===== src/rtl/fac_pkg.sv =====
// ----------------------------------------------------------------------------
// fac_pkg: shared types for the FIFO admission controller
// Event codes, controller states and the event record that travels from the
// sequencer to the output stage.
// ----------------------------------------------------------------------------
`default_nettype none

package fac_pkg;

  localparam int ACTIVE_SLOTS_DEF = 16;
  localparam int QUEUE_DEPTH_DEF  = 16;

  typedef enum logic [2:0] {
    EV_ADMITTED  = 3'd0,
    EV_QUEUED    = 3'd1,
    EV_RELEASED  = 3'd2,
    EV_CANCELLED = 3'd3,
    EV_REJECTED  = 3'd4,
    EV_NOTFOUND  = 3'd5
  } event_kind_t;

  typedef enum logic [3:0] {
    S_IDLE,
    S_REQ,
    S_HSCAN,
    S_HREL,
    S_QSCAN,
    S_QCAN,
    S_SHIFT,
    S_NOTF,
    S_ARD,
    S_ACHK,
    S_FIN
  } fac_state_t;

  typedef struct packed {
    event_kind_t kind;
    logic [31:0] ticket;
    logic [31:0] slot;
    logic [4:0]  active;
    logic [4:0]  waiting;
  } event_rec_t;

endpackage

`default_nettype wire


===== src/rtl/fac_emit.sv =====
// ----------------------------------------------------------------------------
// fac_emit: event output stage
// Holds one event back until the next one (or the end of the item) is known,
// so that the final event of an item can carry its last flag.
// ----------------------------------------------------------------------------
`default_nettype none

module fac_emit
  import fac_pkg::*;
(
  input  wire logic       clk,
  input  wire logic       rst,
  input  wire logic       produce,
  input  wire logic       finish,
  input  wire event_rec_t rec,
  output logic            can_emit,
  output logic            out_valid,
  input  wire logic       out_ready,
  output event_rec_t      out_rec,
  output logic            out_last
);

  logic       pend_valid;
  event_rec_t pend;
  logic       out_valid_next;
  logic       pend_valid_next;

  assign can_emit = !out_valid || out_ready;

  always_comb begin
    out_valid_next  = out_valid && !out_ready;
    pend_valid_next = pend_valid;
    if (produce) begin
      pend_valid_next = 1'b1;
      if (pend_valid) begin
        out_valid_next = 1'b1;
      end
    end else if (finish) begin
      out_valid_next  = 1'b1;
      pend_valid_next = 1'b0;
    end
  end

  always_ff @(posedge clk) begin
    if (rst) begin
      out_valid  <= 1'b0;
      pend_valid <= 1'b0;
    end else begin
      out_valid  <= out_valid_next;
      pend_valid <= pend_valid_next;
      if (produce) begin
        if (pend_valid) begin
          out_rec  <= pend;
          out_last <= 1'b0;
        end
        pend <= rec;
      end else if (finish) begin
        out_rec  <= pend;
        out_last <= 1'b1;
      end
    end
  end

endmodule

`default_nettype wire


===== src/rtl/fifo_admission_controller.sv =====
// ----------------------------------------------------------------------------
// fifo_admission_controller: admission control with a strict FIFO wait queue
// Tickets are admitted into an active table or wait in a circular queue.
// ----------------------------------------------------------------------------
// Usage. Items enter on the item channel (item_valid/item_ready) and events
// leave on the event channel (event_valid/event_ready); both are valid/ready
// handshakes. One item is worked at a time: item_ready is high only while
// the controller is idle. A new request gives exactly one event. A cancel or
// release walks the active table (one entry per cycle) and, if the ticket is
// not there, the queue (one entry per cycle); it compacts the queue after a
// cancel (one entry per cycle), and then admits waiters from the head, each
// read from the queue and then admitted while its stored limit allows and
// the event receiver can take the event.
// The last event of each item carries last_result. One event is held back
// internally so that flag is known before the event is shown.
// Reset restarts the counters, clears the valid bits of the active table and the
// queue length; table and queue memories need no clearing. When the event
// receiver stalls, the controller waits at its next event and keeps all
// state until the event can be handed over.
// ----------------------------------------------------------------------------
`default_nettype none

module fifo_admission_controller
  import fac_pkg::*;
#(
  parameter int ACTIVE_SLOTS = ACTIVE_SLOTS_DEF,
  parameter int QUEUE_DEPTH  = QUEUE_DEPTH_DEF
) (
  input  wire logic        clk,
  input  wire logic        rst,
  input  wire logic        item_valid,
  output logic             item_ready,
  input  wire logic        operation,
  input  wire logic        request_valid,
  input  wire logic [15:0] active_limit,
  input  wire logic [31:0] target_ticket,
  output logic             event_valid,
  input  wire logic        event_ready,
  output logic [2:0]       event_kind,
  output logic [31:0]      event_ticket,
  output logic [31:0]      event_slot,
  output logic [4:0]       active_now,
  output logic [4:0]       waiting_now,
  output logic             last_result
);

  localparam int AW = (ACTIVE_SLOTS > 1) ? $clog2(ACTIVE_SLOTS) : 1;
  localparam int CW = $clog2(ACTIVE_SLOTS + 1);
  localparam int QW = (QUEUE_DEPTH > 1) ? $clog2(QUEUE_DEPTH) : 1;
  localparam int LW = $clog2(QUEUE_DEPTH + 1);

  // Control state.
  fac_state_t              state, state_next;
  logic [31:0]             ticket_counter;
  logic [31:0]             slot_counter;
  logic [ACTIVE_SLOTS-1:0] held_valid;
  logic [CW-1:0]           live_count;
  logic [QW-1:0]           queue_head;
  logic [LW-1:0]           queue_length;

  // Latched item.
  logic        req_valid_r;
  logic [15:0] limit_r;
  logic [31:0] target_r;

  // Walk counters.
  logic [CW-1:0] scan_idx;
  logic          chk_pend;
  logic [AW-1:0] chk_idx;
  logic [AW-1:0] hit_idx;
  logic [LW-1:0] qscan;
  logic          qchk_pend;
  logic [LW-1:0] qchk_pos;
  logic [LW-1:0] sh_rd;
  logic          sh_pend;
  logic [QW-1:0] sh_waddr;

  // Active table memory: {ticket, slot}.
  logic [63:0]   held_mem [ACTIVE_SLOTS];
  logic          h_we, h_re;
  logic [AW-1:0] h_waddr, h_raddr;
  logic [63:0]   h_wdata, h_rdata;

  // Queue memory: {ticket, clamped limit}.
  logic [CW+31:0] q_mem [QUEUE_DEPTH];
  logic           q_we, q_re;
  logic [QW-1:0]  q_waddr, q_raddr;
  logic [CW+31:0] q_wdata, q_rdata;

  // Update strobes.
  logic tick_inc, slot_inc, act_inc, act_dec, len_inc, len_dec, head_inc;
  logic valid_set, valid_clr;

  logic          produce, finish, can_emit;
  event_rec_t    rec, out_rec;
  logic          out_last;

  logic [AW-1:0] free_idx;
  logic [CW-1:0] lim_c;
  logic          hit, qhit, adm_ok;

  // Physical queue address of a position counted from the head.
  function automatic logic [QW-1:0] qaddr(input logic [QW-1:0] head,
                                          input logic [LW-1:0] pos);
    logic [LW:0] s;
    s = (LW+1)'(head) + (LW+1)'(pos);
    if (s >= (LW+1)'(QUEUE_DEPTH)) begin
      s = s - (LW+1)'(QUEUE_DEPTH);
    end
    return s[QW-1:0];
  endfunction

  // Lowest free entry of the active table.
  always_comb begin
    free_idx = '0;
    for (int i = ACTIVE_SLOTS - 1; i >= 0; i--) begin
      if (!held_valid[i]) begin
        free_idx = AW'(i);
      end
    end
  end

  assign lim_c  = (limit_r > 16'(ACTIVE_SLOTS)) ? CW'(ACTIVE_SLOTS) : CW'(limit_r);
  assign hit    = chk_pend && held_valid[chk_idx] && (h_rdata[63:32] == target_r);
  assign qhit   = qchk_pend && (q_rdata[CW+31:CW] == target_r);
  assign adm_ok = live_count < q_rdata[CW-1:0];

  assign item_ready = (state == S_IDLE);

  // Next state.
  always_comb begin
    state_next = state;
    case (state)
      S_IDLE: begin
        if (item_valid) begin
          state_next = operation ? S_HSCAN : S_REQ;
        end
      end
      S_REQ: begin
        if (can_emit) begin
          state_next = S_FIN;
        end
      end
      S_HSCAN: begin
        if (hit) begin
          state_next = S_HREL;
        end else if (scan_idx == CW'(ACTIVE_SLOTS) && !chk_pend) begin
          state_next = S_QSCAN;
        end
      end
      S_HREL: begin
        if (can_emit) begin
          state_next = S_ARD;
        end
      end
      S_QSCAN: begin
        if (qhit) begin
          state_next = S_QCAN;
        end else if (qscan == queue_length && !qchk_pend) begin
          state_next = S_NOTF;
        end
      end
      S_QCAN: begin
        if (can_emit) begin
          state_next = S_SHIFT;
        end
      end
      S_SHIFT: begin
        if (sh_rd > queue_length && !sh_pend) begin
          state_next = S_ARD;
        end
      end
      S_NOTF: begin
        if (can_emit) begin
          state_next = S_ARD;
        end
      end
      S_ARD: begin
        state_next = (queue_length == '0) ? S_FIN : S_ACHK;
      end
      S_ACHK: begin
        if (!adm_ok) begin
          state_next = S_FIN;
        end else if (can_emit) begin
          state_next = S_ARD;
        end
      end
      S_FIN: begin
        if (can_emit) begin
          state_next = S_IDLE;
        end
      end
      default: state_next = S_IDLE;
    endcase
  end

  // Datapath control.
  always_comb begin
    produce     = 1'b0;
    finish      = 1'b0;
    rec.kind    = EV_REJECTED;
    rec.ticket  = '0;
    rec.slot    = '0;
    rec.active  = 5'(live_count);
    rec.waiting = 5'(queue_length);
    h_we = 1'b0;  h_waddr = free_idx;  h_wdata = {ticket_counter, slot_counter};
    h_re = 1'b0;  h_raddr = scan_idx[AW-1:0];
    q_we = 1'b0;  q_waddr = qaddr(queue_head, queue_length);
    q_wdata = {ticket_counter, lim_c};
    q_re = 1'b0;  q_raddr = qaddr(queue_head, qscan);
    tick_inc = 1'b0; slot_inc = 1'b0; act_inc = 1'b0; act_dec = 1'b0;
    len_inc = 1'b0;  len_dec = 1'b0;  head_inc = 1'b0;
    valid_set = 1'b0; valid_clr = 1'b0;
    case (state)
      S_REQ: begin
        if (can_emit) begin
          produce = 1'b1;
          if (!req_valid_r || limit_r == 16'd0) begin
            rec.kind = EV_REJECTED;
          end else begin
            tick_inc   = 1'b1;
            rec.ticket = ticket_counter;
            if (queue_length == '0 && live_count < lim_c) begin
              rec.kind   = EV_ADMITTED;
              rec.slot   = slot_counter;
              rec.active = 5'(live_count + CW'(1));
              h_we = 1'b1; valid_set = 1'b1; slot_inc = 1'b1; act_inc = 1'b1;
            end else if (queue_length >= LW'(QUEUE_DEPTH)) begin
              rec.kind = EV_REJECTED;
            end else begin
              rec.kind    = EV_QUEUED;
              rec.waiting = 5'(queue_length + LW'(1));
              q_we = 1'b1; len_inc = 1'b1;
            end
          end
        end
      end
      S_HSCAN: begin
        h_re = !hit && (scan_idx < CW'(ACTIVE_SLOTS));
      end
      S_HREL: begin
        if (can_emit) begin
          produce    = 1'b1;
          rec.kind   = EV_RELEASED;
          rec.ticket = target_r;
          rec.slot   = h_rdata[31:0];
          rec.active = 5'(live_count - CW'(1));
          valid_clr = 1'b1; act_dec = 1'b1;
        end
      end
      S_QSCAN: begin
        q_re = !qhit && (qscan < queue_length);
      end
      S_QCAN: begin
        if (can_emit) begin
          produce     = 1'b1;
          rec.kind    = EV_CANCELLED;
          rec.ticket  = target_r;
          rec.waiting = 5'(queue_length - LW'(1));
          len_dec = 1'b1;
        end
      end
      S_SHIFT: begin
        // Entries behind the cancelled one move one place toward the head.
        q_re    = (sh_rd <= queue_length);
        q_raddr = qaddr(queue_head, sh_rd);
        q_we    = sh_pend;
        q_waddr = sh_waddr;
        q_wdata = q_rdata;
      end
      S_NOTF: begin
        if (can_emit) begin
          produce    = 1'b1;
          rec.kind   = EV_NOTFOUND;
          rec.ticket = target_r;
        end
      end
      S_ARD: begin
        q_re    = (queue_length != '0);
        q_raddr = queue_head;
      end
      S_ACHK: begin
        if (adm_ok && can_emit) begin
          produce     = 1'b1;
          rec.kind    = EV_ADMITTED;
          rec.ticket  = q_rdata[CW+31:CW];
          rec.slot    = slot_counter;
          rec.active  = 5'(live_count + CW'(1));
          rec.waiting = 5'(queue_length - LW'(1));
          h_we    = 1'b1;
          h_wdata = {q_rdata[CW+31:CW], slot_counter};
          valid_set = 1'b1; slot_inc = 1'b1; act_inc = 1'b1;
          len_dec = 1'b1; head_inc = 1'b1;
        end
      end
      S_FIN: begin
        finish = can_emit;
      end
      default: ;
    endcase
  end

  // Memories.
  always_ff @(posedge clk) begin
    if (h_we) begin
      held_mem[h_waddr] <= h_wdata;
    end
    if (h_re) begin
      h_rdata <= held_mem[h_raddr];
    end
  end

  always_ff @(posedge clk) begin
    if (q_we) begin
      q_mem[q_waddr] <= q_wdata;
    end
    if (q_re) begin
      q_rdata <= q_mem[q_raddr];
    end
  end

  // Registers.
  always_ff @(posedge clk) begin
    if (rst) begin
      state          <= S_IDLE;
      ticket_counter <= 32'd0;
      slot_counter   <= 32'd1;
      held_valid     <= '0;
      live_count     <= '0;
      queue_head     <= '0;
      queue_length   <= '0;
      chk_pend       <= 1'b0;
      qchk_pend      <= 1'b0;
      sh_pend        <= 1'b0;
      scan_idx       <= '0;
      qscan          <= '0;
    end else begin
      state <= state_next;
      if (tick_inc) ticket_counter <= ticket_counter + 32'd1;
      if (slot_inc) slot_counter <= slot_counter + 32'd1;
      if (valid_set) held_valid[free_idx] <= 1'b1;
      if (valid_clr) held_valid[hit_idx] <= 1'b0;
      if (act_inc) live_count <= live_count + CW'(1);
      if (act_dec) live_count <= live_count - CW'(1);
      if (len_inc) queue_length <= queue_length + LW'(1);
      if (len_dec) queue_length <= queue_length - LW'(1);
      if (head_inc) begin
        queue_head <= (queue_head == QW'(QUEUE_DEPTH - 1)) ? '0 : queue_head + QW'(1);
      end
      case (state)
        S_IDLE: begin
          if (item_valid) begin
            req_valid_r <= request_valid;
            limit_r     <= active_limit;
            target_r    <= target_ticket;
            scan_idx    <= '0;
            qscan       <= '0;
            chk_pend    <= 1'b0;
            qchk_pend   <= 1'b0;
            sh_pend     <= 1'b0;
          end
        end
        S_HSCAN: begin
          chk_pend <= h_re;
          if (h_re) begin
            chk_idx  <= scan_idx[AW-1:0];
            scan_idx <= scan_idx + CW'(1);
          end
          if (hit) hit_idx <= chk_idx;
        end
        S_QSCAN: begin
          qchk_pend <= q_re;
          if (q_re) begin
            qchk_pos <= qscan;
            qscan    <= qscan + LW'(1);
          end
          if (qhit) sh_rd <= qchk_pos + LW'(1);
        end
        S_SHIFT: begin
          sh_pend <= q_re;
          if (q_re) begin
            sh_waddr <= qaddr(queue_head, sh_rd - LW'(1));
            sh_rd    <= sh_rd + LW'(1);
          end
        end
        default: ;
      endcase
    end
  end

  fac_emit u_emit (
    .clk       (clk),
    .rst       (rst),
    .produce   (produce),
    .finish    (finish),
    .rec       (rec),
    .can_emit  (can_emit),
    .out_valid (event_valid),
    .out_ready (event_ready),
    .out_rec   (out_rec),
    .out_last  (out_last)
  );

  assign event_kind   = out_rec.kind;
  assign event_ticket = out_rec.ticket;
  assign event_slot   = out_rec.slot;
  assign active_now   = out_rec.active;
  assign waiting_now  = out_rec.waiting;
  assign last_result  = out_last;

  // The live count always matches the number of valid table entries.
  a_count: assert property (@(posedge clk) disable iff (rst)
    live_count == CW'($countones(held_valid)))
    else $error("live count out of step with valid bits");

  // The queue never holds more than its depth.
  a_qlen: assert property (@(posedge clk) disable iff (rst)
    queue_length <= LW'(QUEUE_DEPTH))
    else $error("queue length beyond depth");

  // An event is only handed on when the output stage can take it.
  a_emit: assert property (@(posedge clk) disable iff (rst)
    (produce || finish) |-> can_emit)
    else $error("event produced while output stage is full");

  // An accepted item always starts work.
  a_start: assert property (@(posedge clk) disable iff (rst)
    (item_valid && item_ready) |=> state != S_IDLE)
    else $error("accepted item left the controller idle");

endmodule

`default_nettype wire

===== config.mk =====
export PLATFORM = sky130hd
export DESIGN_NAME = fifo_admission_controller
export DESIGN_NICKNAME = d
export VERILOG_FILES = /design/src/rtl/fac_pkg.sv /design/src/rtl/fac_emit.sv /design/src/rtl/fifo_admission_controller.sv
export SDC_FILE = /design/constraint.sdc
export NUM_CORES = 2
export LEC_CHECK = 0
export BUFFER_PORTS_ARGS = -buffer_cell sky130_fd_sc_hd__buf_4
export CAP_MARGIN = 20
export CORE_ASPECT_RATIO = 1.75
export CORE_MARGIN = 2
export CORE_UTILIZATION = 56
export DETAILED_ROUTE_END_ITERATION = 12
export PLACE_DENSITY = 0.75
export RECOVER_POWER = 25
export SETUP_SLACK_MARGIN = 0.02
export SYNTH_ARGS = -nofsm -noshare
export SYNTH_HDL_FRONTEND = slang
export SYNTH_SLANG_ARGS = --single-unit

===== constraint.sdc =====
create_clock -name clk -period 13.2 [get_ports clk]
set_input_delay 1.98 -clock clk [delete_from_list [all_inputs] [get_ports clk]]
set_output_delay 1.98 -clock clk [all_outputs]
set_load 0.02 [all_outputs]

==> metrics.cfg <==
[die]
row_count=183
die_h_um=504
die_width_um=290
coreArea_sq_mm=0.142
die-area_sq_mm=0.146
io_pins=134
initial_core_util_pct=56.4

[critical_path]
cp_common_cell=mux2i_1
slowest_delay_ns=2.43
crit_chain=nor4bb_1 > clkbuf_1 > o21ai_0 > ha_1 > mux2i_4 > buf_4 > buf_12 > mux4_2 > mux2i_1 > mux2i_1
crit_family=buffers and inverters
cp.required_ns=13.72
cp-end-kind=flip-flop
crit_buf_inv=3
start_kind=flip-flop
worst-path-max-fanout=102
cp.arrival_ns=7.93
cp_slowest_cell=clkbuf_1
worstSetupPathType=reg -> reg

[global_routing]
grt_pass1_wl_um=275000
grt_pass1_vias=40900
grt-ovfl-total=0
grt_use_total_pct=25.9
grt_max_degree=149
antenna_found_initial=5

[synthesis]
ys.flop_type=edfxtp_1
synth_nets=4093
syn_avg_cell_area_sq_um=20.0
syn_inst=3997
async_reset_ff_share_pct=0
synth_xor_area_share_pct=1.34
syn-cell-area_sq_mm=0.0801
ys_types=81
synthMuxAreaShare_pct=14.8
synth_edf_count=1943
ys_seq_area_share_pct=75.6
yosys.area_share.simple_pct=3.67
synth_top_family_by_area=multiplexers
yosys_warnings=0
ys_ff_latch=2056
synth_fa_ha_area_share_pct=0.684
synth_compound_area_share_pct=2.71

[placed_design]
port_buffers=133
dpl.hpwl_um=108000
gp_congestion=0.903
pre_cts_slack_ns=7.06

[timing]
rsz0062_at_grt=false
hold_violations=0
min_period_over_period_pct=56.1
skew_ns=0.0321
tightest_slew_ns=4.78
finalSetupViolCount=0
slew_headroom_pct=-219
fin_setup_tns_ns=0
fin_crit_ns=7.41
slew_violations=169
setup_slack_ns=5.79
max_freq_ghz=0.135

[clocking]
cts_htree_levels=4
cts_setup_buffers=0
clkTransAtPathRegs_ns=0.07
cts-resized-gates=0
ctsHoldBuffers=0
numClockSinks=2056
clock_latency_ns=0.81
cts.path.max_buffers=3
cts_tree=done
cts_root_buf=clkbuf_16
cts_made_buffers=170

[detailed_routing]
drt_iter0_markers=4881
ant_nets=0
wl_um=189000
drtPass1Iterations=6
wire_per_inst_um=30.5
vias_per_cell=6.47
num_vias=40100
drc_errors=0

[flow_run]
max_cap_violations=3

[finish]
nNetsFinal=4297
area_delta_synth_final_pct=11.5
layout_commonest_cell=edfxtp_1
layout-drive-gt1-share_pct=22.7
fill_cells=9445
final_util_pct=62.9
layout_common_cells=edfxtp_1 (1943), mux4_2 (473), nand2_1 (312)

[power]
irDropWorstVdd_v=0.000146
p_leak_nw=28.1
powerDensity_mw_per_mm2=167

[status]
outcome=finished, violations left
violations=max-capacitance violations, max-slew violations

[worst_hold_path]
hold_class=reg -> reg

## worst paths after layout
| check | cells after the start | to | slack [ns] | start |
|---|---|---|---|---|
| setup / recovery | 10 | q_rdata[16] | 5.79 | state[1] |
| hold / removal | 0 | u_emit.out_rec[2] | 0.41 | u_emit.pend[2] |
| setup reg to reg | 10 | q_rdata[16] | 5.79 | state[1] |
| hold reg to reg | 0 | u_emit.out_rec[2] | 0.41 | u_emit.pend[2] |
## cells in the mapped netlist (5+ instances only)
cell       number  share of area, %
nand2b_1       10             0.078
o31ai_1         6             0.056
nor2b_1        19              0.15
buf_1          33              0.15
xor2_1         54              0.59
dfxtp_1       113               2.8
a22o_1         26              0.28
or4_1           6             0.056
mux4_2        473                13
nor4_1         19              0.15
a211oi_1       19              0.18
inv_1          44              0.21
a311oi_1        6             0.066
nand2_1       314               1.5
a22oi_1        33              0.31
o21a_1          9             0.084
ha_1           39              0.61
or3_1          27              0.21
buf_2          25              0.16
nand4_1        21              0.16
a21oi_1        74              0.46
and4_1          6             0.066
xnor2_1        67              0.73
o21ai_0        65              0.41
nor3_1         25              0.16
nor2_1        111              0.52
a2111oi_0       8             0.087
nor3b_1         6             0.056
nand3_1        41              0.26
mux2i_1       117               1.5
and3_1          9             0.070
edfxtp_1     1943                73
a21o_1         12              0.11
a31oi_1        14              0.11
a31o_2          5             0.055
clkbuf_1      124              0.58
## kinds of logic after synthesis
family | Yosys count
flip-flops | 2056
multiplexers | 594
AND/OR/NAND/NOR | 633
adder cells (fa/ha/maj) | 42
XOR/XNOR | 122
AO/OA/AOI/OAI | 319
buffers and inverters | 231
## sequential cells by signal, indices dropped and copies added, names as in the netlist, 37 cells and up
name            count
q_mem             592
held_mem         1024
u_emit.out_rec     77
h_rdata            64
q_rdata            37
u_emit.pend        77
## where the power goes
part           switching [W]  internal [W]  leakage (nW)
Clock                0.00234       0.00287          2.80
Sequential          0.000220       0.00745          17.8
Combinational        0.00115      0.000891          7.49
Total                0.00371        0.0112          28.1
## worst register-to-register path, cell delays in order, from the launching register on
cell and delay (ns):
dfxtp_1 0.79, nor4bb_1 0.31, clkbuf_1 2.43, o21ai_0 0.41, ha_1 0.48, mux2i_4 0.14, buf_4 0.76, buf_12 0.67
mux4_2 0.81, mux2i_1 0.22, mux2i_1 0.11
## cell type report
type | instances | area (sq um) | share of cell area [%]
antenna | 4 | 10.0 | 0.0112
clock buffer | 206 | 4590 | 5.13
clock inverter | 112 | 1160 | 1.30
inverter | 45 | 174 | 0.195
multi-input combinational | 1710 | 18900 | 21.2
sequential | 2056 | 60600 | 67.8
tap | 1850 | 2310 | 2.59
timing repair buffer | 218 | 1570 | 1.76
## layer usage
layer	global-route usage, %	part of all wire, %	vias up
met3	4.22	7.7	427
met4	11.1	4.3	8
met1	31.8	35	20900
met2	45.6	53	2020
li1	-	-	16700
met5	0	0.029	-
## metrics by stage
stage | std cells | area (sq um) | total power, W | hold slack [ns]
floorplan | 3997 | 80100 | 0.00917 | 0.400
global placement | 5874 | 83700 | 0.00981 | 0.401
detailed placement | 5877 | 83700 | 0.00984 | 0.405
CTS | 6195 | 89500 | 0.0150 | 0.416
global route | 6198 | 89400 | 0.0154 | 0.419
finish | 6201 | 89400 | 0.0149 | 0.410
Power figures use the tool's default switching activity.
